==> config.mk <==
export PLATFORM = sky130hd
export DESIGN_NAME = fddr_addr_gen
export DESIGN_NICKNAME = d
export VERILOG_FILES = /design/src/design/frame_diff_dirty_rect_unit_macros.svh /design/src/design/fddr_pkg.sv /design/src/design/fddr_addr_gen.sv
export SDC_FILE = /design/constraint.sdc
export NUM_CORES = 1
export LEC_CHECK = 0
export ABC_AREA = 1
export BUFFER_PORTS_ARGS = -buffer_cell sky130_fd_sc_hd__buf_2
export CAP_MARGIN = 10
export CORE_MARGIN = 3
export CORE_UTILIZATION = 60
export DETAILED_ROUTE_END_ITERATION = 10
export HOLD_SLACK_MARGIN = 0.1
export PLACE_DENSITY = 0.82
export SYNTH_ARGS = -nofsm -noshare
export SYNTH_HDL_FRONTEND = slang
export SYNTH_SLANG_ARGS = --single-unit
==> constraint.sdc <==
create_clock -name aclk -period 6.8 [get_ports aclk]
set_input_delay 0.68 -clock aclk [delete_from_list [all_inputs] [get_ports aclk]]
set_output_delay 0.68 -clock aclk [all_outputs]
set_load 0.02 [all_outputs]
==> src/design/frame_diff_dirty_rect_unit_macros.svh <==
// assertion macros shared by the frame difference unit
// no dependencies; taken in by the files that check their own logic
`ifndef FRAME_DIFF_DIRTY_RECT_UNIT_MACROS_SVH
`define FRAME_DIFF_DIRTY_RECT_UNIT_MACROS_SVH

// same-cycle implication, checked outside reset
`define FDDR_ASSERT_IMPL(name, clk, rst_n, ante, cons, msg) \
    name: assert property (@(posedge clk) disable iff (!rst_n) (ante) |-> (cons)) \
        else $error(msg);

// next-cycle implication, checked outside reset
`define FDDR_ASSERT_NEXT(name, clk, rst_n, ante, cons, msg) \
    name: assert property (@(posedge clk) disable iff (!rst_n) (ante) |=> (cons)) \
        else $error(msg);

`endif

==> src/design/fddr_pkg.sv <==
// shared types, constants and the pixel repacking function of the frame difference unit
// no dependencies
package fddr_pkg;

    localparam int DEF_MAX_WIDTH   = 1024;
    localparam int DEF_MAX_HEIGHT  = 1024;
    localparam int PIXELS_PER_WORD = 2;

    localparam int WORD_W        = 32;
    localparam int ADDR_OUT_W    = 19;
    localparam int RECT_LEFT_W   = 10;
    localparam int RECT_TOP_W    = 10;
    localparam int RECT_RIGHT_W  = 11;
    localparam int RECT_BOTTOM_W = 11;
    localparam int SIZE_W        = 11;
    localparam int SHIFT_W       = 5;

    localparam int CFG_IDX_W  = 3;
    localparam int CFG_DATA_W = 11;

    localparam int M_TDATA_W = 96;
    localparam int M_TUSER_W = 2;

    localparam int OUT_FIFO_DEPTH = 3;

    localparam logic [WORD_W-1:0] CHECKER_A   = 32'h18e3_20e4;
    localparam logic [WORD_W-1:0] CHECKER_B   = 32'h20e4_18e3;
    localparam logic [WORD_W-1:0] CHECKER_FIX = 32'h18e3_18e3;
    localparam logic [WORD_W-1:0] FIVE_PAIR   = 32'h001f_001f;

    localparam logic [SIZE_W-1:0]  RST_SCREEN_WIDTH  = 11'd320;
    localparam logic [SIZE_W-1:0]  RST_SCREEN_HEIGHT = 11'd480;
    localparam logic [SHIFT_W-1:0] RST_RED_SHIFT     = 5'd11;
    localparam logic [SHIFT_W-1:0] RST_GREEN_SHIFT   = 5'd6;
    localparam logic [SHIFT_W-1:0] RST_BLUE_SHIFT    = 5'd0;

    typedef enum logic [CFG_IDX_W-1:0] {
        CFG_SCREEN_WIDTH  = 3'd0,
        CFG_SCREEN_HEIGHT = 3'd1,
        CFG_RED_SHIFT     = 3'd2,
        CFG_GREEN_SHIFT   = 3'd3,
        CFG_BLUE_SHIFT    = 3'd4
    } cfg_index_t;

    typedef struct packed {
        logic                     write_remote;
        logic [ADDR_OUT_W-1:0]    word_address;
        logic [WORD_W-1:0]        remote_word;
        logic                     frame_done;
        logic                     rect_valid;
        logic [RECT_LEFT_W-1:0]   rect_left;
        logic [RECT_TOP_W-1:0]    rect_top;
        logic [RECT_RIGHT_W-1:0]  rect_right;
        logic [RECT_BOTTOM_W-1:0] rect_bottom;
    } result_t;

    // index width for n entries, at least one bit
    function automatic int idx_w(input int n);
        return (n > 1) ? $clog2(n) : 1;
    endfunction

    // checkerboard fixup, then 5:5:5 repack of both pixels
    function automatic logic [WORD_W-1:0] repack(input logic [WORD_W-1:0] word,
                                                 input logic [SHIFT_W-1:0] rs,
                                                 input logic [SHIFT_W-1:0] gs,
                                                 input logic [SHIFT_W-1:0] bs);
        logic [WORD_W-1:0] p;
        p = ((word == CHECKER_A) || (word == CHECKER_B)) ? CHECKER_FIX : word;
        return ((p >> rs) & FIVE_PAIR)
             | (((p >> gs) & FIVE_PAIR) << 5)
             | (((p >> bs) & FIVE_PAIR) << 10);
    endfunction

endpackage

==> src/design/fddr_addr_gen.sv <==
// raster position counters and compare store address for the incoming word
// depends on fddr_pkg
module fddr_addr_gen #(
    parameter int MAX_WIDTH  = fddr_pkg::DEF_MAX_WIDTH,
    parameter int MAX_HEIGHT = fddr_pkg::DEF_MAX_HEIGHT
) (
    input  logic                                          aclk,
    input  logic                                          aresetn,
    input  logic [fddr_pkg::SIZE_W-1:0]                   screen_width,
    input  logic [fddr_pkg::SIZE_W-1:0]                   screen_height,
    input  logic                                          advance,
    output logic [fddr_pkg::idx_w((MAX_WIDTH/2)*MAX_HEIGHT)-1:0] addr,
    output logic [fddr_pkg::idx_w(MAX_WIDTH)-1:0]         col,
    output logic [fddr_pkg::idx_w(MAX_HEIGHT)-1:0]        line,
    output logic                                          frame_end
);
    import fddr_pkg::*;

    localparam int DEPTH  = (MAX_WIDTH / 2) * MAX_HEIGHT;
    localparam int ADDR_W = idx_w(DEPTH);
    localparam int COL_W  = idx_w(MAX_WIDTH);
    localparam int LINE_W = idx_w(MAX_HEIGHT);
    localparam int W_W    = $clog2(MAX_WIDTH + 1);
    localparam int H_W    = $clog2(MAX_HEIGHT + 1);
    localparam int PROD_W = LINE_W + W_W;

    logic [COL_W-1:0]  col_reg, col_next;
    logic [LINE_W-1:0] line_reg, line_next;

    logic [SIZE_W-1:0] sw_even;
    logic [W_W-1:0]    w_eff;
    logic [W_W-1:0]    half_w;
    logic [H_W-1:0]    h_eff;
    logic [PROD_W-1:0] prod;
    logic [W_W:0]      col_plus;
    logic [H_W:0]      line_plus;
    logic              line_end;
    logic              last_line;

    always_comb begin
        sw_even = {screen_width[SIZE_W-1:1], 1'b0};
        if (sw_even < SIZE_W'(2)) begin
            w_eff = W_W'(2);
        end else if (32'(sw_even) > MAX_WIDTH) begin
            w_eff = W_W'(MAX_WIDTH);
        end else begin
            w_eff = W_W'(sw_even);
        end
        if (screen_height == '0) begin
            h_eff = H_W'(1);
        end else if (32'(screen_height) > MAX_HEIGHT) begin
            h_eff = H_W'(MAX_HEIGHT);
        end else begin
            h_eff = H_W'(screen_height);
        end
        half_w = w_eff >> 1;
    end

    always_comb begin
        prod      = PROD_W'(line_reg) * PROD_W'(half_w);
        addr      = ADDR_W'(prod) + ADDR_W'(col_reg >> 1);
        col_plus  = (W_W+1)'(col_reg) + (W_W+1)'(PIXELS_PER_WORD);
        line_plus = (H_W+1)'(line_reg) + (H_W+1)'(1);
        // a shrunk size ends the line or frame at the current word
        line_end  = col_plus >= (W_W+1)'(w_eff);
        last_line = line_plus >= (H_W+1)'(h_eff);
        frame_end = line_end && last_line;
        col       = col_reg;
        line      = line_reg;
    end

    always_comb begin
        col_next  = col_reg;
        line_next = line_reg;
        if (advance) begin
            if (line_end) begin
                col_next  = '0;
                line_next = last_line ? '0 : LINE_W'(line_plus);
            end else begin
                col_next = COL_W'(col_plus);
            end
        end
    end

    always_ff @(posedge aclk) begin
        if (!aresetn) begin
            col_reg  <= '0;
            line_reg <= '0;
        end else begin
            col_reg  <= col_next;
            line_reg <= line_next;
        end
    end

endmodule

==> metrics, run 1 <==
vias in the first global route=a little under 5,000; #FFs+latches synth=19; largest family of logic cells by synthesized area=adder cells; Final nets=1,021; setup TNS=0 ns; Pwr Density=60.5 nW/um^2; GRT Util Overall=27.1%; Adder-Cell Fraction of Synth Area=44.4%; largest net degree at the start of global routing=15; Ant. Diodes=0; Rel. slew slack=54.1%; die width=101 microns; Max IR drop VDD=about 76 uV; area delta synth->final=10.6%; leakage power=3.65 nW; IO Pins=65; placed cells=943; Worst Tran Pin Value=0.686 ns; Reg clk slew, reported paths=around 0.080 ns; fmax=152 MHz; average wire per standard cell=14.2 microns; total grt overflow=0; hold depth=2; register area share after synthesis=7.06%; final cell count without fillers=~950; gpl congestion=0.906; Mapped Nets=952; Critical Path Start Type=input port; DP Area=5840 sq um; post-layout util=between 70% and 80%; Num CTS Buffers=3; CTS tree=yes; critical path type=input port to output pin; number of remaining DRC errors=0; largest fanout on the critical path=8; arrival time at the worst endpoint=5.88 ns; initial antenna violation count=0; Worst Hold Class=flip-flop to flip-flop; row count=33; Slew Limit Fails=0; Post-synth ARST share=0%; fin area=roughly 6000 sq um; Period minus WS final=between 6 and 7 ns; CP Data Required Time=6.12 ns; post-synthesis xor/xnor area fraction=4.07%; clock skew=0.00510 ns; Max clock buf depth=2; Die ar.=10,100 sq um; H-tree level count=1; Place WS=0.162 ns; worst setup margin=0.240 ns; latest clock arrival within the worst-skew pair=approximately 0.26 ns; max_cap viols=0; Crit. End Element=output pin; share of cells above drive strength 1=around an eighth; status=finished clean; setup violators final=0; Synth Area in Simple Gates=27.0%; Placeable Area=8460 sq um; R2R depth=16; Post-DRT Antenna Nets=0; first-pass GRT wire length=22,400 microns; Root Driver=clkbuf_8; dpl hpwl=11,300 microns; final hold viol count=0; Mapped Area=5390 sq um; Largest register FFs=10; Final period util=96.5%; multiplexer share of the synthesized area=0%; Post-synth top flop=dfxtp_1; Synth Instances=between 700 and 800; Starting Density=63.6%; via count=5,109; chip height=between 100 and 150 microns; Detailed Routing Iterations Pass 1=7; vias per cell=5.37; Yosys warning count=0; I/O Buffers=62; Syn Area/Cell=6.92 sq um; DRT Wirelength=13,500 microns; EDFF count, synth=0; First DRT Iteration DRCs=203; CTS Hold Bufs=0; count of different cell masters after synthesis=30; Synth Area in Compound Gates=4.79%; Sink Count=19
-- worst max-delay path: stages --
cell and delay (ns):
buf_2 0.11, nor2_1 0.17, nand4_1 0.23, o21ai_4 0.22, buf_12 0.14, nand2_2 0.07, inv_2 0.12, nand2_1 0.09
fa_1 0.57, fa_1 0.45, fa_1 0.51, inv_1 0.06, fa_1 0.53, inv_1 0.05, fa_1 0.52, inv_1 0.04
ha_2 0.36, nand2_1 0.11, nor2_1 0.14, nand2_1 0.07, nand2_1 0.12, nand3_1 0.14, nand2_1 0.11, nand2_1 0.05
nand2_1 0.05, buf_2 0.15
-- routing by layer --
metal	GRT usage (%)	wire length, microns	up-vias
met5	0	0	-
met4	8.39	416	0
met3	3.32	859	37
met2	46.7	6640	184
met1	35.5	5550	2409
li1	-	-	2479
-- final timing paths --
path	slack [ns]	from	endpoint
hold reg to reg	0.53	col[8]$_SDFFE_PN0P_	col[8]$_SDFFE_PN0P_
setup reg to reg	3.53	line[0]$_SDFFE_PN0P_	line[1]$_SDFFE_PN0P_
setup / recovery	0.24	screen_width[5]	addr[17]
hold / removal	0.53	col[8]$_SDFFE_PN0P_	col[8]$_SDFFE_PN0P_
-- report_power, final --
part           switching (W)  internal (W)  total (W)
Combinational       0.000100     0.0000549   0.000155
Clock              0.0000418     0.0000418  0.0000836
Sequential        0.00000720      0.000114   0.000121
Total               0.000149      0.000211   0.000360
-- area by class of cell --
type                       instances  area, sq um
tap                              105          131
timing repair buffer              76          430
clock buffer                       4         45.0
inverter                         166          623
sequential                        19          380
fill                             720         2510
multi-input combinational        581         4350
-- cells by family (layout without fill, tap and decap cells) --
kind of cell	Yosys count	after routing
and+or+nand+nor	361	361
buffers and inverters	178	246
adders and majority gates	149	149
AOI/OAI and AO/OA	45	45
xor gates and xnor gates	25	25
DFF	19	19
other	1	1
-- metrics by stage --
step / hold slack, ns / power (W)
floorplan: 0.580 / 0.000224
global placement: 0.509 / 0.000269
detailed placement: 0.526 / 0.000273
CTS: 0.537 / 0.000355
global route: 0.565 / 0.000383
finish: 0.535 / 0.000360
-- cell usage after synthesis, types with 2 or more instances --
library cell    n  area [sq um]
o21bai_1        3          22.5
inv_1         161           604
xnor2_1         7          61.3
nand2_2         9          56.3
clkbuf_1        4          15.0
ha_1           79           988
buf_2           7          35.0
nor3_1          2          10.0
dfxtp_1        19           380
xor2_1         18           158
nand4_1         6          37.5
clkinv_1        3          11.3
nand2_1       204           766
o21ai_0         8          40.0
a21oi_1        27           135
nor2_1         98           368
fa_1           70          1400
nand3_1        38           190
inv_2           2          7.51
a21o_1          3          22.5
-- placed cells by master (no fill, tap or decap), types with 2 or more instances in the layout --
cell type,n
a21oi_1,26
inv_1,158
nand2_2,9
nor3_1,2
nand3_1,37
clkinv_1,3
clkbuf_8,3
a21o_1,3
nand4_1,6
xor2_1,18
buf_4,14
dfxtp_1,19
xnor2_1,7
inv_2,5
ha_1,77
o21bai_1,3
o21ai_0,8
nor2_1,98
ha_2,2
fa_1,70
buf_2,61
nand2_1,203
-- timing repair --
| item | in CTS | in global routing |
|---|---|---|
| setup endpoints to repair | 0 | 10 |
| setup buffers | 0 | 4 |
| gates resized for setup | 0 | 10 |
(Power assumes the default switching activity.)
==> inputs of run 2 (changes only) <==
--- a/config.mk
+++ b/config.mk
@@ -8,11 +8,10 @@
 export ABC_AREA = 1
 export BUFFER_PORTS_ARGS = -buffer_cell sky130_fd_sc_hd__buf_2
 export CAP_MARGIN = 10
-export CORE_MARGIN = 3
-export CORE_UTILIZATION = 60
+export CORE_UTILIZATION = 50
 export DETAILED_ROUTE_END_ITERATION = 10
 export HOLD_SLACK_MARGIN = 0.1
-export PLACE_DENSITY = 0.82
+export PLACE_DENSITY = 0.7
 export SYNTH_ARGS = -nofsm -noshare
 export SYNTH_HDL_FRONTEND = slang
 export SYNTH_SLANG_ARGS = --single-unit
==> run 2 against run 1 <==
Non-clock buffer count is 2 lower; fmax about the same; via count is 1.3% lower; final cell count rose by 3.0%; sequential power barely moved; sequential share of layout area barely moved; first-iteration DRC count rose by 58%; register-to-register slack got worse by 0.04 ns; critical path depth fell by 2; sequential cell count unchanged; core utilization down 13 points; die area up 10%; largest power group unchanged.
==> metrics, run 2 (synthesis gave the netlist of run 1 again) <==
Max IR drop VDD=93.7 uV; vias in the first global route=5,025; critical path's most frequent cell=fa_1; Die ar.=11,200 sq um; worst-path cell chain=buf_2 -> nor2_1 -> nand4_1 -> o21ai_4 -> nand2_2 -> inv_4 -> nand2_1 -> fa_1 -> fa_1 -> fa_1 -> inv_1 -> fa_1 -> inv_1 -> fa_1 -> inv_1 -> ha_1 -> a21oi_1 -> inv_1 -> nor2_1 -> nand2_1 -> nand3_1 -> nand2_1 -> xor2_1 -> buf_2; CP max stage cell=fa_1; First DRT Iteration DRCs=320; Worst Hold Class=flip-flop to flip-flop; Crit. End Element=output pin; latest clock arrival within the worst-skew pair=0.27 ns; final hold viol count=0; Period minus WS final=~6.6 ns; Slew Limit Fails=0; commonest cells after routing, fill and taps aside=nand2_1 (200), inv_1 (158), nor2_1 (95), ha_1 (78), fa_1 (70); fin area=5970 sq um; post-layout util=57.6%; fmax=152 MHz; Max clock buf depth=2; arrival time at the worst endpoint=5.88 ns; Sink Count=19; Detailed Routing Iterations Pass 1=4; status=finished clean; largest fanout on the critical path=8; average wire per standard cell=14.0 microns; largest net degree at the start of global routing=15; IO Pins=65; Pwr Density=60.3 nW/um^2; gpl congestion=0.863; Rel. slew slack=53.6%; DRT Wirelength=between 10,000 and 15,000 microns; placed cells=about 970; dpl hpwl=11,500 microns; vias per cell=5.15; commonest non-fill, non-tap cell in the layout=nand2_1; worst flop-to-flop path startpoint=line[0]$_SDFFE_PN0P_; Final nets=1,019; critical path type=input port to output pin; Final period util=96.5%; Largest register FFs=10; die width=106 microns; Worst path max stage delay=0.59 ns; DP Area=5880 sq um; CP Data Required Time=6.12 ns; Starting Density=51.9%; share of cells above drive strength 1=12.2%; crit path launch=screen_width[2]; GRT Util Overall=between 20 and 30%; H-tree level count=1; Filler Cell Count=1,019; chip height=about 110 microns; number of remaining DRC errors=0; FF-to-FF setup slack=roughly 3.5 ns; CTS tree=yes; hold_sp=col[8]$_SDFFE_PN0P_; final cell count without fillers=980; Critical Path Start Type=input port; row count=37; Ant. Diodes=0; Num CTS Buffers=3; Root Driver=clkbuf_8; setup violators final=0; initial antenna violation count=0; Post-DRT Antenna Nets=0; leakage power=between 3 and 4 nW; Reg clk slew, reported paths=roughly 0.080 ns; Worst Tran Pin Value=0.694 ns; clock skew=0.00691 ns; Placeable Area=10,400 sq um; total grt overflow=0; first-pass GRT wire length=22,900 microns; I/O Buffers=62; max_cap viols=0; area delta synth->final=10.9%; via count=about 5,000
[run 2: cell types whose count changed in the layout (fill, tap and decap cells not counted), sizes merged]
cell,change
clkinv,+1
buf,-2
clkbuf,-1
[run 2: routing by layer]
layer  up-vias  GRT usage [%]  share of wire (%)
li1       2470              -                  -
met1      2335           33.5                 41
met2       196           43.2                 48
met3        44           3.15                7.1
met4         0           9.13                3.2
met5         -              0                  0
[run 2: power by group]
group / leakage (nW) / internal, W / switching [W]
clock network: 0.0255 / 0.0000409 / 0.0000440
registers: 0.154 / 0.000114 / 0.00000748
logic: 3.46 / 0.0000534 / 0.000100
[run 2: what timing repair did]
action                                  4_1_cts  5_1_grt
hold buffers                                  0        0
gates resized for setup                       0       13
endpoints found under the setup margin        0        7
setup buffers                                 0        2
[run 2: final timing paths]
path | to | depth (start not counted)
hold reg to reg | col[8]$_SDFFE_PN0P_ | 2
setup / recovery | addr[11] | 24
setup reg to reg | line[2]$_SDFFE_PN0P_ | 16
hold / removal | col[8]$_SDFFE_PN0P_ | 2
[run 2: stage by stage]
stage,setup TNS (ns),setup slack (ns),hold slack (ns),power [W]
2_1_floorplan,0,0.689,0.580,0.000224
3_3_place_gp,0,0.300,0.510,0.000270
3_5_place_dp,0,0.218,0.517,0.000274
4_1_cts,0,0.210,0.530,0.000357
5_1_grt,-0.0450,-0.0203,0.555,0.000385
6_report,0,0.241,0.523,0.000360
[run 2: layout make-up]
cell class	instances	area, sq um	area share [%]
sequential	19	380	6.37
multi-input combinational	581	4350	72.8
clock buffer	3	41.3	0.691
clock inverter	1	5.00	0.0838
tap	136	170	2.85
timing repair buffer	74	400	6.70
inverter	166	626	10.5
[run 2: worst max-delay path, delay by kind of cell]
family	cells	cell delay [ns]
fa+ha+maj	6	2.95
simple gates	8	0.87
buf+inv	7	0.65
compound gates	2	0.59
xor+xnor	1	0.12
