**config.mk**
```make
export PLATFORM = sky130hd
export DESIGN_NAME = fddr_out_fifo
export DESIGN_NICKNAME = d
export VERILOG_FILES = /design/src/design/frame_diff_dirty_rect_unit_macros.svh /design/src/design/fddr_pkg.sv /design/src/design/fddr_out_fifo.sv
export SDC_FILE = /design/constraint.sdc
export NUM_CORES = 1
export LEC_CHECK = 0
export BUFFER_PORTS_ARGS = -buffer_cell sky130_fd_sc_hd__buf_4
export CAP_MARGIN = 40
export CORE_MARGIN = 5
export CORE_UTILIZATION = 40
export CTS_CLUSTER_DIAMETER = 40
export DETAILED_ROUTE_END_ITERATION = 8
export SLEW_MARGIN = 20
export SYNTH_ARGS = -nofsm -noshare
export SYNTH_HDL_FRONTEND = slang
export SYNTH_SLANG_ARGS = --single-unit
```
**constraint.sdc**
```tcl
create_clock -name aclk -period 11.1 [get_ports aclk]
set_input_delay 0.555 -clock aclk [delete_from_list [all_inputs] [get_ports aclk]]
set_output_delay 0.555 -clock aclk [all_outputs]
set_load 0.01 [all_outputs]
```
**src/design/frame_diff_dirty_rect_unit_macros.svh**
```systemverilog
// assertion macros shared by the frame difference unit
// no dependencies; taken in by the files that check their own logic
`ifndef FRAME_DIFF_DIRTY_RECT_UNIT_MACROS_SVH
`define FRAME_DIFF_DIRTY_RECT_UNIT_MACROS_SVH

// same-cycle implication, checked outside reset
`define FDDR_ASSERT_IMPL(name, clk, rst_n, ante, cons, msg) \
    name: assert property (@(posedge clk) disable iff (!rst_n) (ante) |-> (cons)) \
        else $error(msg);

// next-cycle implication, checked outside reset
`define FDDR_ASSERT_NEXT(name, clk, rst_n, ante, cons, msg) \
    name: assert property (@(posedge clk) disable iff (!rst_n) (ante) |=> (cons)) \
        else $error(msg);

`endif

```
**src/design/fddr_pkg.sv**
```systemverilog
// shared types, constants and the pixel repacking function of the frame difference unit
// no dependencies
package fddr_pkg;

    localparam int DEF_MAX_WIDTH   = 1024;
    localparam int DEF_MAX_HEIGHT  = 1024;
    localparam int PIXELS_PER_WORD = 2;

    localparam int WORD_W        = 32;
    localparam int ADDR_OUT_W    = 19;
    localparam int RECT_LEFT_W   = 10;
    localparam int RECT_TOP_W    = 10;
    localparam int RECT_RIGHT_W  = 11;
    localparam int RECT_BOTTOM_W = 11;
    localparam int SIZE_W        = 11;
    localparam int SHIFT_W       = 5;

    localparam int CFG_IDX_W  = 3;
    localparam int CFG_DATA_W = 11;

    localparam int M_TDATA_W = 96;
    localparam int M_TUSER_W = 2;

    localparam int OUT_FIFO_DEPTH = 3;

    localparam logic [WORD_W-1:0] CHECKER_A   = 32'h18e3_20e4;
    localparam logic [WORD_W-1:0] CHECKER_B   = 32'h20e4_18e3;
    localparam logic [WORD_W-1:0] CHECKER_FIX = 32'h18e3_18e3;
    localparam logic [WORD_W-1:0] FIVE_PAIR   = 32'h001f_001f;

    localparam logic [SIZE_W-1:0]  RST_SCREEN_WIDTH  = 11'd320;
    localparam logic [SIZE_W-1:0]  RST_SCREEN_HEIGHT = 11'd480;
    localparam logic [SHIFT_W-1:0] RST_RED_SHIFT     = 5'd11;
    localparam logic [SHIFT_W-1:0] RST_GREEN_SHIFT   = 5'd6;
    localparam logic [SHIFT_W-1:0] RST_BLUE_SHIFT    = 5'd0;

    typedef enum logic [CFG_IDX_W-1:0] {
        CFG_SCREEN_WIDTH  = 3'd0,
        CFG_SCREEN_HEIGHT = 3'd1,
        CFG_RED_SHIFT     = 3'd2,
        CFG_GREEN_SHIFT   = 3'd3,
        CFG_BLUE_SHIFT    = 3'd4
    } cfg_index_t;

    typedef struct packed {
        logic                     write_remote;
        logic [ADDR_OUT_W-1:0]    word_address;
        logic [WORD_W-1:0]        remote_word;
        logic                     frame_done;
        logic                     rect_valid;
        logic [RECT_LEFT_W-1:0]   rect_left;
        logic [RECT_TOP_W-1:0]    rect_top;
        logic [RECT_RIGHT_W-1:0]  rect_right;
        logic [RECT_BOTTOM_W-1:0] rect_bottom;
    } result_t;

    // index width for n entries, at least one bit
    function automatic int idx_w(input int n);
        return (n > 1) ? $clog2(n) : 1;
    endfunction

    // checkerboard fixup, then 5:5:5 repack of both pixels
    function automatic logic [WORD_W-1:0] repack(input logic [WORD_W-1:0] word,
                                                 input logic [SHIFT_W-1:0] rs,
                                                 input logic [SHIFT_W-1:0] gs,
                                                 input logic [SHIFT_W-1:0] bs);
        logic [WORD_W-1:0] p;
        p = ((word == CHECKER_A) || (word == CHECKER_B)) ? CHECKER_FIX : word;
        return ((p >> rs) & FIVE_PAIR)
             | (((p >> gs) & FIVE_PAIR) << 5)
             | (((p >> bs) & FIVE_PAIR) << 10);
    endfunction

endpackage

```
**src/design/fddr_out_fifo.sv**
```systemverilog
// three-entry result queue in front of the master stream port
// depends on fddr_pkg
module fddr_out_fifo (
    input  logic                                          aclk,
    input  logic                                          aresetn,
    input  logic                                          push,
    input  fddr_pkg::result_t                             push_data,
    output logic [$clog2(fddr_pkg::OUT_FIFO_DEPTH+1)-1:0] count,
    output logic                                          out_valid,
    input  logic                                          out_ready,
    output fddr_pkg::result_t                             out_data
);
    import fddr_pkg::*;

    localparam int PTR_W = idx_w(OUT_FIFO_DEPTH);
    localparam int CNT_W = $clog2(OUT_FIFO_DEPTH + 1);

    result_t           entry_reg [OUT_FIFO_DEPTH];
    logic [PTR_W-1:0]  wr_ptr_reg, wr_ptr_next;
    logic [PTR_W-1:0]  rd_ptr_reg, rd_ptr_next;
    logic [CNT_W-1:0]  count_reg, count_next;
    logic              pop;

    function automatic logic [PTR_W-1:0] ptr_inc(input logic [PTR_W-1:0] p);
        return (p == PTR_W'(OUT_FIFO_DEPTH - 1)) ? '0 : p + PTR_W'(1);
    endfunction

    always_comb begin
        pop         = (count_reg != '0) && out_ready;
        wr_ptr_next = push ? ptr_inc(wr_ptr_reg) : wr_ptr_reg;
        rd_ptr_next = pop ? ptr_inc(rd_ptr_reg) : rd_ptr_reg;
        count_next  = count_reg;
        if (push && !pop) begin
            count_next = count_reg + CNT_W'(1);
        end else if (pop && !push) begin
            count_next = count_reg - CNT_W'(1);
        end
    end

    always_ff @(posedge aclk) begin
        if (!aresetn) begin
            wr_ptr_reg <= '0;
            rd_ptr_reg <= '0;
            count_reg  <= '0;
        end else begin
            wr_ptr_reg <= wr_ptr_next;
            rd_ptr_reg <= rd_ptr_next;
            count_reg  <= count_next;
        end
    end

    always_ff @(posedge aclk) begin
        if (push) begin
            entry_reg[wr_ptr_reg] <= push_data;
        end
    end

    assign count     = count_reg;
    assign out_valid = count_reg != '0;
    assign out_data  = entry_reg[rd_ptr_reg];

endmodule

```
==> results of run 1 <==
worst max path at each step:
| stage | slack [ps] | endpoint |
|---|---|---|
| after floorplan | 2910 | entry_reg[0][0] |
| after global placement | 7910 | out_data[1] |
| after detailed placement | 8060 | out_data[1] |
| after CTS | 7530 | out_data[1] |
| after global routing | 7570 | out_data[54] |
| final | 7780 | out_data[54] |
cells in the final DEF, fill, tap and decap left out, types with 2 or more instances in the layout:
cell / synthesis / layout
a21boi_1: 3 / 3
buf_12: 0 / 4
buf_16: 0 / 4
buf_4: 6 / 205
bufinv_16: 0 / 2
clkbuf_1: 19 / 4
clkbuf_16: 0 / 41
clkinv_1: 0 / 5
clkinv_2: 0 / 6
clkinv_4: 0 / 3
clkinvlp_4: 0 / 2
dfxtp_1: 8 / 6
dfxtp_4: 0 / 2
edfxtp_1: 288 / 288
inv_6: 0 / 5
mux2i_1: 96 / 96
nand2_1: 100 / 100
nor2_4: 0 / 2
nor2b_1: 2 / 2
o21a_1: 2 / 2
o21ai_0: 57 / 57
o21ai_1: 40 / 40
or3_1: 2 / 2
cell families after synthesis:
| family | Yosys count |
|---|---|
| flip-flops | 296 |
| XOR/XNOR | 2 |
| AND/OR/NAND/NOR | 110 |
| adder cells (fa/ha/maj) | 1 |
| multiplexers | 96 |
| AO/OA/AOI/OAI | 103 |
| buffers and inverters | 32 |
cell type report:
| type | count | area (µm²) |
|---|---|---|
| Timing Repair Buffer | 213 | 1730 |
| Sequential cell | 296 | 8820 |
| Tap cell | 341 | 427 |
| Multi-Input combinational cell | 312 | 1980 |
| Clock buffer | 45 | 1040 |
| Fill cell | 2247 | 12800 |
| Clock inverter | 23 | 194 |
critical path, stage by stage, from the launching register on:
cell,delay [ps]
dfxtp_4,660
buf_12,290
buf_4,410
buf_12,290
mux2i_1,100
o21ai_0,290
buf_4,190
power by group through the flow:
| stage | clock [mW] | combinational, mW | sequential (mW) |
|---|---|---|---|
| 6_report | 1.17 | 0.558 | 1.32 |
| 5_1_grt | 1.25 | 0.606 | 1.33 |
| 4_1_cts | 1.20 | 0.556 | 1.33 |
| 3_5_place_dp | 0 | 0.554 | 1.35 |
| 3_3_place_gp | 0 | 0.525 | 1.37 |
| 2_1_floorplan | 0 | 0.314 | 1.33 |
metal layers:
layer  vias up  part of all wire, %  global-route usage, %
met3        28                  7.3                   4.07
li1       2882                    -                      -
met2       171                   46                   21.4
met5         -                    0                      0
met1      2875                   45                   19.1
met4         0                  1.4                   3.64
through the flow:
| stage | hold WS [ps] | worst slack [ps] | cell area, µm² | power, mW | instances |
|---|---|---|---|---|---|
| after global routing | 213 | 7570 | 14200 | 3.19 | 1230 |
| after floorplan | 451 | 2910 | 11000 | 1.65 | 640 |
| after CTS | 212 | 7530 | 14100 | 3.09 | 1227 |
| after detailed placement | 458 | 8060 | 12900 | 1.91 | 1159 |
| final | 239 | 7780 | 14200 | 3.04 | 1230 |
| after global placement | 458 | 7910 | 12800 | 1.89 | 1154 |
==> impl_metrics.ini, run 1 <==
[global_route]
grt_pass1_vias = 5997
grt_max_degree = 90
antenna_found_initial = 0
grt_usage_pct = 13.8
grt_first_pass_wirelength_um = 33500
overflow = 0

[outcome]
status = complete, no violations

[sta]
finalMaxSlewViolations = 0
final-hold-violation-count = 0
worst_pin_slew_ps = 639
fin_crit_ps = 3320
timing.fmax_mhz = 301
tns_ps = 0
slew_headroom_pct = 57.4
clock_skew_ps = 12.4
grt_setup_unrepaired = false
report.final.setup_viol = 0
post-route-period-util_pct = 29.9

[critical_path]
path_class = reg2out
r2r_cells = 5
crit_arrival_ps = 2770
cp.required_ps = 10550
crit_fanout = 27
worstReg2RegEnd = entry_reg[1][0]
rr_startpoint = wr_ptr_reg[0]
start_kind = flip-flop
rrSetupSlack_ps = 8910
crit_path_end_kind = output pin

[die]
rows = 60
start_util_pct = 40.7
die_h_um = 176
ios = 199
dieWidth_um = 176
core_area_um2 = 27000
design.die.area_um2 = 30800

[detailed_routing]
drc = 0
wirelength_um = 21900
vias = 5956
wl_per_cell_um = 17.8
drtAntennaViolNets = 0
viasPerCell = 4.84
drt_iter0_markers = 353
firstDrtPassIters = 4

[synth]
syn-num-nets = 741
ys.flop_type = edfxtp_1
yosysMostFrequentCell = edfxtp_1
synth_cells = 640
synth_edf_count = 288
synth_seq_cells = 296
synth_top_cell_area_share_pct = 78.9
synthSimpleGateAreaFrac_pct = 3.98
synth-xor-area-share_pct = 0.160
yosys.area.top_type = edfxtp_1
ys_top_cells_by_count = edfxtp_1, nand2_1, mux2i_1
synth_top_family_by_area = multiplexers
syn_avg_cell_area_um2 = 17.1
synth_fa_ha_area_share_pct = 0.114
synth_area_leaders = edfxtp_1, mux2i_1, nand2_1
synthDistinctLibCells = 24
netlist_area_um2 = 11000
synthMuxAreaShare_pct = 8.76
async_reset_ff_share_pct = 0
ys_seq_area_share_pct = 80.3
synth_compound_area_share_pct = 4.85
yosysWarnings = 0

[pwr]
ir_worst_vdd_mv = 0.128
power_density_nw_per_um2 = 215
p_comb_share_pct = 18.3
swShare_pct = 25.0
power_frac_clock_pct = 38.3
power_frac_seq_pct = 43.4
power.switching_mw = 0.761
leakagePower_nw = 4.89
intPower_mw = 2.28

[flow_run]
maxCapViolCount = 0

[place]
globalplace.congestion = 0.683
portBuffers = 198
dpl.hpwl_um = 13300

[min_path]
hold_start = push_data[54]
hold_class = in2reg
worstHoldPathCells = 1
min_to = entry_reg[1][54]

[finish]
layout.nets = 963
largest_reg_flops = 288
areaGrowthSynthToFinish_pct = 29.4
n_antenna_cell = 0
fin_util_pct = 52.6
drive_gt1_share_pct = 31.4

[cts]
hold_buffers = 0
ctsResizeCount = 0
clkLatencyLatePin_ps = 510
cts-root-buf = clkbuf_16
cts_tree = done
htreeDepth = 2
cts_setup_buffers = 0
clk_path_buf_depth = 3
cts.sinks = 296
path_clk_slew_ps = 60
numCtsBuffers = 39
Note: power is estimated with default switching activity, not from simulation.
==> inputs of run 2 (changes only) <==
==> constraint.sdc (replaced) <==
create_clock -name aclk -period 3.2 [get_ports aclk]
set_input_delay 0.16 -clock aclk [delete_from_list [all_inputs] [get_ports aclk]]
set_output_delay 0.16 -clock aclk [all_outputs]
set_load 0.01 [all_outputs]
==> impl_metrics.ini, run 2 (synthesis gave the netlist of run 1 again) <==
[die]
design.die.area_um2 = 30800
rows = 60
start_util_pct = 40.7
core_area_um2 = 27000
dieWidth_um = 176
die_h_um = 176
ios = 199

[pwr]
leakagePower_nw = 5.28
power_frac_clock_pct = 38.4
power_density_nw_per_um2 = 708
ir_worst_vdd_mv = 0.610
intPower_mw = 8.06
total_power_mw = 10.7
swShare_pct = 24.8
power.switching_mw = 2.65
power_frac_seq_pct = 43.0
p_comb_share_pct = 18.6

[finish]
layout_common_cells = edfxtp_1, buf_4, nand2_1
fill_cells = 2111
multi_input_area_um2 = 1990
n_antenna_cell = 0
fin_area_um2 = 15100
layout.nets = 1059
fin_util_pct = 56.2
final_common_cell = edfxtp_1
regArea_um2 = 8820
largest_reg_flops = 288
areaGrowthSynthToFinish_pct = 38.1
drive_gt1_share_pct = 28.4

[cts]
cts.sinks = 296
cts_tree = done
cts-root-buf = clkbuf_16
clk_path_buf_depth = 3
numCtsBuffers = 38
cts_setup_buffers = 0
hold_buffers = 99
path_clk_slew_ps = 60
clkLatencyLatePin_ps = 490
ctsResizeCount = 0
htreeDepth = 2

[global_route]
grt_max_degree = 92
grt_pass1_vias = 6478
grt_usage_pct = 13.9
antenna_found_initial = 0
grt_first_pass_wirelength_um = 34200
overflow = 0

[place]
placed_cell_area_um2 = 12900
dpl_worst_slack_ps = 1410
portBuffers = 198
globalplace.congestion = 0.724
dpl.hpwl_um = 13200

[critical_path]
crit_arrival_ps = 2100
rr_startpoint = wr_ptr_reg[0]
r2r_cells = 5
start_kind = flip-flop
crit_path_end_kind = output pin
crit_fanout = 27
cp.required_ps = 3040
path_class = reg2out

[sta]
finalWorstSetupSlack_ps = 936
tns_ps = 0
worst_pin_slew_ps = 758
clock_skew_ps = 8.97
post-route-period-util_pct = 70.7
finalMaxSlewViolations = 0
report.final.setup_viol = 0
timing.fmax_mhz = 442
fin_crit_ps = 2260
slew_headroom_pct = 49.5
grt_setup_unrepaired = false
final-hold-violation-count = 0

[detailed_routing]
drtAntennaViolNets = 0
wl_per_cell_um = 16.7
drc = 0
vias = 6326
drt_iter0_markers = 415
firstDrtPassIters = 6
wirelength_um = 22100
viasPerCell = 4.77

[outcome]
status = complete, no violations

[min_path]
hold_class = in2reg
hold_start = push
worstHoldPathCells = 3

[flow_run]
maxCapViolCount = 0
## run 2: layer usage
metal	track usage [%]	wire (µm)	up-vias
met2	22.9	10300	200
met3	3.79	1400	36
met1	18.5	10000	3019
met5	0	0	-
met4	3.70	425	0
li1	-	-	3071
## run 2: worst max-delay path, stage by stage, from the launching register on
cell	delay [ps]
dfxtp_4	670
buf_4	420
mux2i_1	230
o21ai_0	110
buf_4	160
## run 2: per-stage QoR
step                std cells  hold slack (ps)
floorplan                 640              259
global placement         1159              354
detailed placement       1160              355
CTS                      1325             3.22
global route             1325             22.1
finish                   1325             41.9
## run 2: cell type report
type                    count  area share (%)
flip-flops and latches    296            58.2
repair buffers            310            17.6
multi-input cells         312            13.1
clock buffers              43            6.54
well taps                 341            2.82
clock inverters            23            1.74
## run 2: path summary, 6_finish.rpt
check | slack [ps] | end
setup / recovery | 940 | out_data[52]
hold / removal | 40 | wr_ptr_reg[0]
setup reg to reg | 1390 | wr_ptr_reg[1]
hold reg to reg | 470 | flip-flop
## run 2: power groups by stage
stage                     Sequential, mW  Combinational [mW]  Clock [mW]
after floorplan                     4.61                1.09           0
after global placement              4.69                1.91           0
after detailed placement            4.70                1.93           0
after CTS                           4.62                2.03        4.25
after global routing                4.64                2.16        4.44
final                               4.61                1.99        4.12
==> inputs of run 3 (changes only) <==
==> constraint.sdc (replaced) <==
create_clock -name aclk -period 2.4 [get_ports aclk]
set_input_delay 0.12 -clock aclk [delete_from_list [all_inputs] [get_ports aclk]]
set_output_delay 0.12 -clock aclk [all_outputs]
set_load 0.01 [all_outputs]
==> impl_metrics.ini, run 3 (synthesis gave the netlist of run 1 again) <==
[outcome]
status = complete, no violations

[finish]
fill_cells = 2120
largest_reg_flops = 288
final_common_cell = edfxtp_1
drive_gt1_share_pct = 28.6
layout_common_cells = edfxtp_1, buf_4, nand2_1, dlygate4sd3_1, mux2i_1
areaGrowthSynthToFinish_pct = 38.4
layout.nets = 1060

[place]
dpl_worst_slack_ps = 765
portBuffers = 198
dpl.hpwl_um = 13700
globalplace.congestion = 0.718

[sta]
final-hold-violation-count = 0
worst_pin_slew_ps = 536
grt_setup_unrepaired = false
finalWorstSetupSlack_ps = 221
slew_headroom_pct = 64.2
report.final.setup_viol = 0
finalMaxSlewViolations = 0
clock_skew_ps = 7.64
post-route-period-util_pct = 90.8
fin_crit_ps = 2180
timing.fmax_mhz = 459

[detailed_routing]
drtAntennaViolNets = 0
vias = 6309
viasPerCell = 4.74
wirelength_um = 23000
drt_iter0_markers = 299
drc = 0
firstDrtPassIters = 4
wl_per_cell_um = 17.3

[cts]
cts.sinks = 296
ctsResizeCount = 0
cts-root-buf = clkbuf_16
htreeDepth = 2
clk_path_buf_depth = 3
hold_buffers = 100
cts_setup_buffers = 0
path_clk_slew_ps = 60
cts_tree = done
clkLatencyLatePin_ps = 500
numCtsBuffers = 39

[global_route]
grt_pass1_vias = 6474
grt_max_degree = 129
busiest_layer = met2
grt_usage_pct = 14.5
grtUsageMet2_pct = 23.2
antenna_found_initial = 1
grt_use_met3_pct = 3.31
grt_first_pass_wirelength_um = 35400
grt_util_met1_pct = 20.2
overflow = 0

[critical_path]
rrSetupSlack_ps = 650
path_cells = buf_12, mux2i_1, o21ai_0, buf_4
critPathBufInv = 2
critPathSlowestCell = dfxtp_4
path_class = reg2out
crit_path_end_kind = output pin
cpLargestDelayFamily = flip-flops
crit_fanout = 40
slowest_delay_ps = 510
cp.required_ps = 2280
crit_arrival_ps = 2060
start_kind = flip-flop

[die]
rows = 60
design.die.area_um2 = 30800
start_util_pct = 40.7
die_h_um = 176
core_area_um2 = 27000
ios = 199
dieWidth_um = 176

[flow_run]
maxCapViolCount = 0

[pwr]
power_density_nw_per_um2 = 946
leakagePower_nw = 5.29
total_power_mw = 14.4
ir_worst_vdd_mv = 0.635

[min_path]
hold_class = in2reg
-- run 3: layout make-up --
cell class              count  area, µm²  area share [%]
diodes                      1       2.50          0.0165
clock buffers              44       1020            6.69
clock inverters            27        267            1.76
multi-input cells         312       1990            13.1
flip-flops and latches    296       8820            58.1
well taps                 341        427            2.81
repair buffers            310       2670            17.6
-- run 3: power breakdown --
group | switching, mW | internal (mW)
Clock | 2.13 | 3.42
Combinational | 1.37 | 1.36
Sequential | 0.134 | 5.95
Total | 3.64 | 10.7
-- run 3: worst paths after layout --
| path | cells past startpoint | start | endpoint |
|---|---|---|---|
| setup reg to reg | 5 | wr_ptr_reg[0] | wr_ptr_reg[1] |
| hold reg to reg | 2 | rd_ptr_reg[1] | flip-flop |
| setup / recovery | 4 | flip-flop | out_data[3] |
| hold / removal | 2 | push_data[21] | entry_reg[2][21] |
-- run 3: layer usage --
layer	part of all wire (%)	wire length (µm)	vias to the layer above
met3	6.0	1390	43
met1	46	10500	3007
met4	2.2	514	0
met5	0	0	-
met2	46	10600	188
li1	-	-	3071
-- run 3: metrics by stage --
stage          cell area (µm²)  setup TNS [ps]  hold slack [ps]  instances  utilization [%]
6_report                 15200               0              343       1331             56.3
5_1_grt                  15200               0              331       1331             56.3
4_1_cts                  15200               0              319       1330             56.3
3_5_place_dp             12900               0              316       1159             47.8
3_3_place_gp             12900               0              315       1159             47.8
2_1_floorplan            11000         -266750              219        640                -
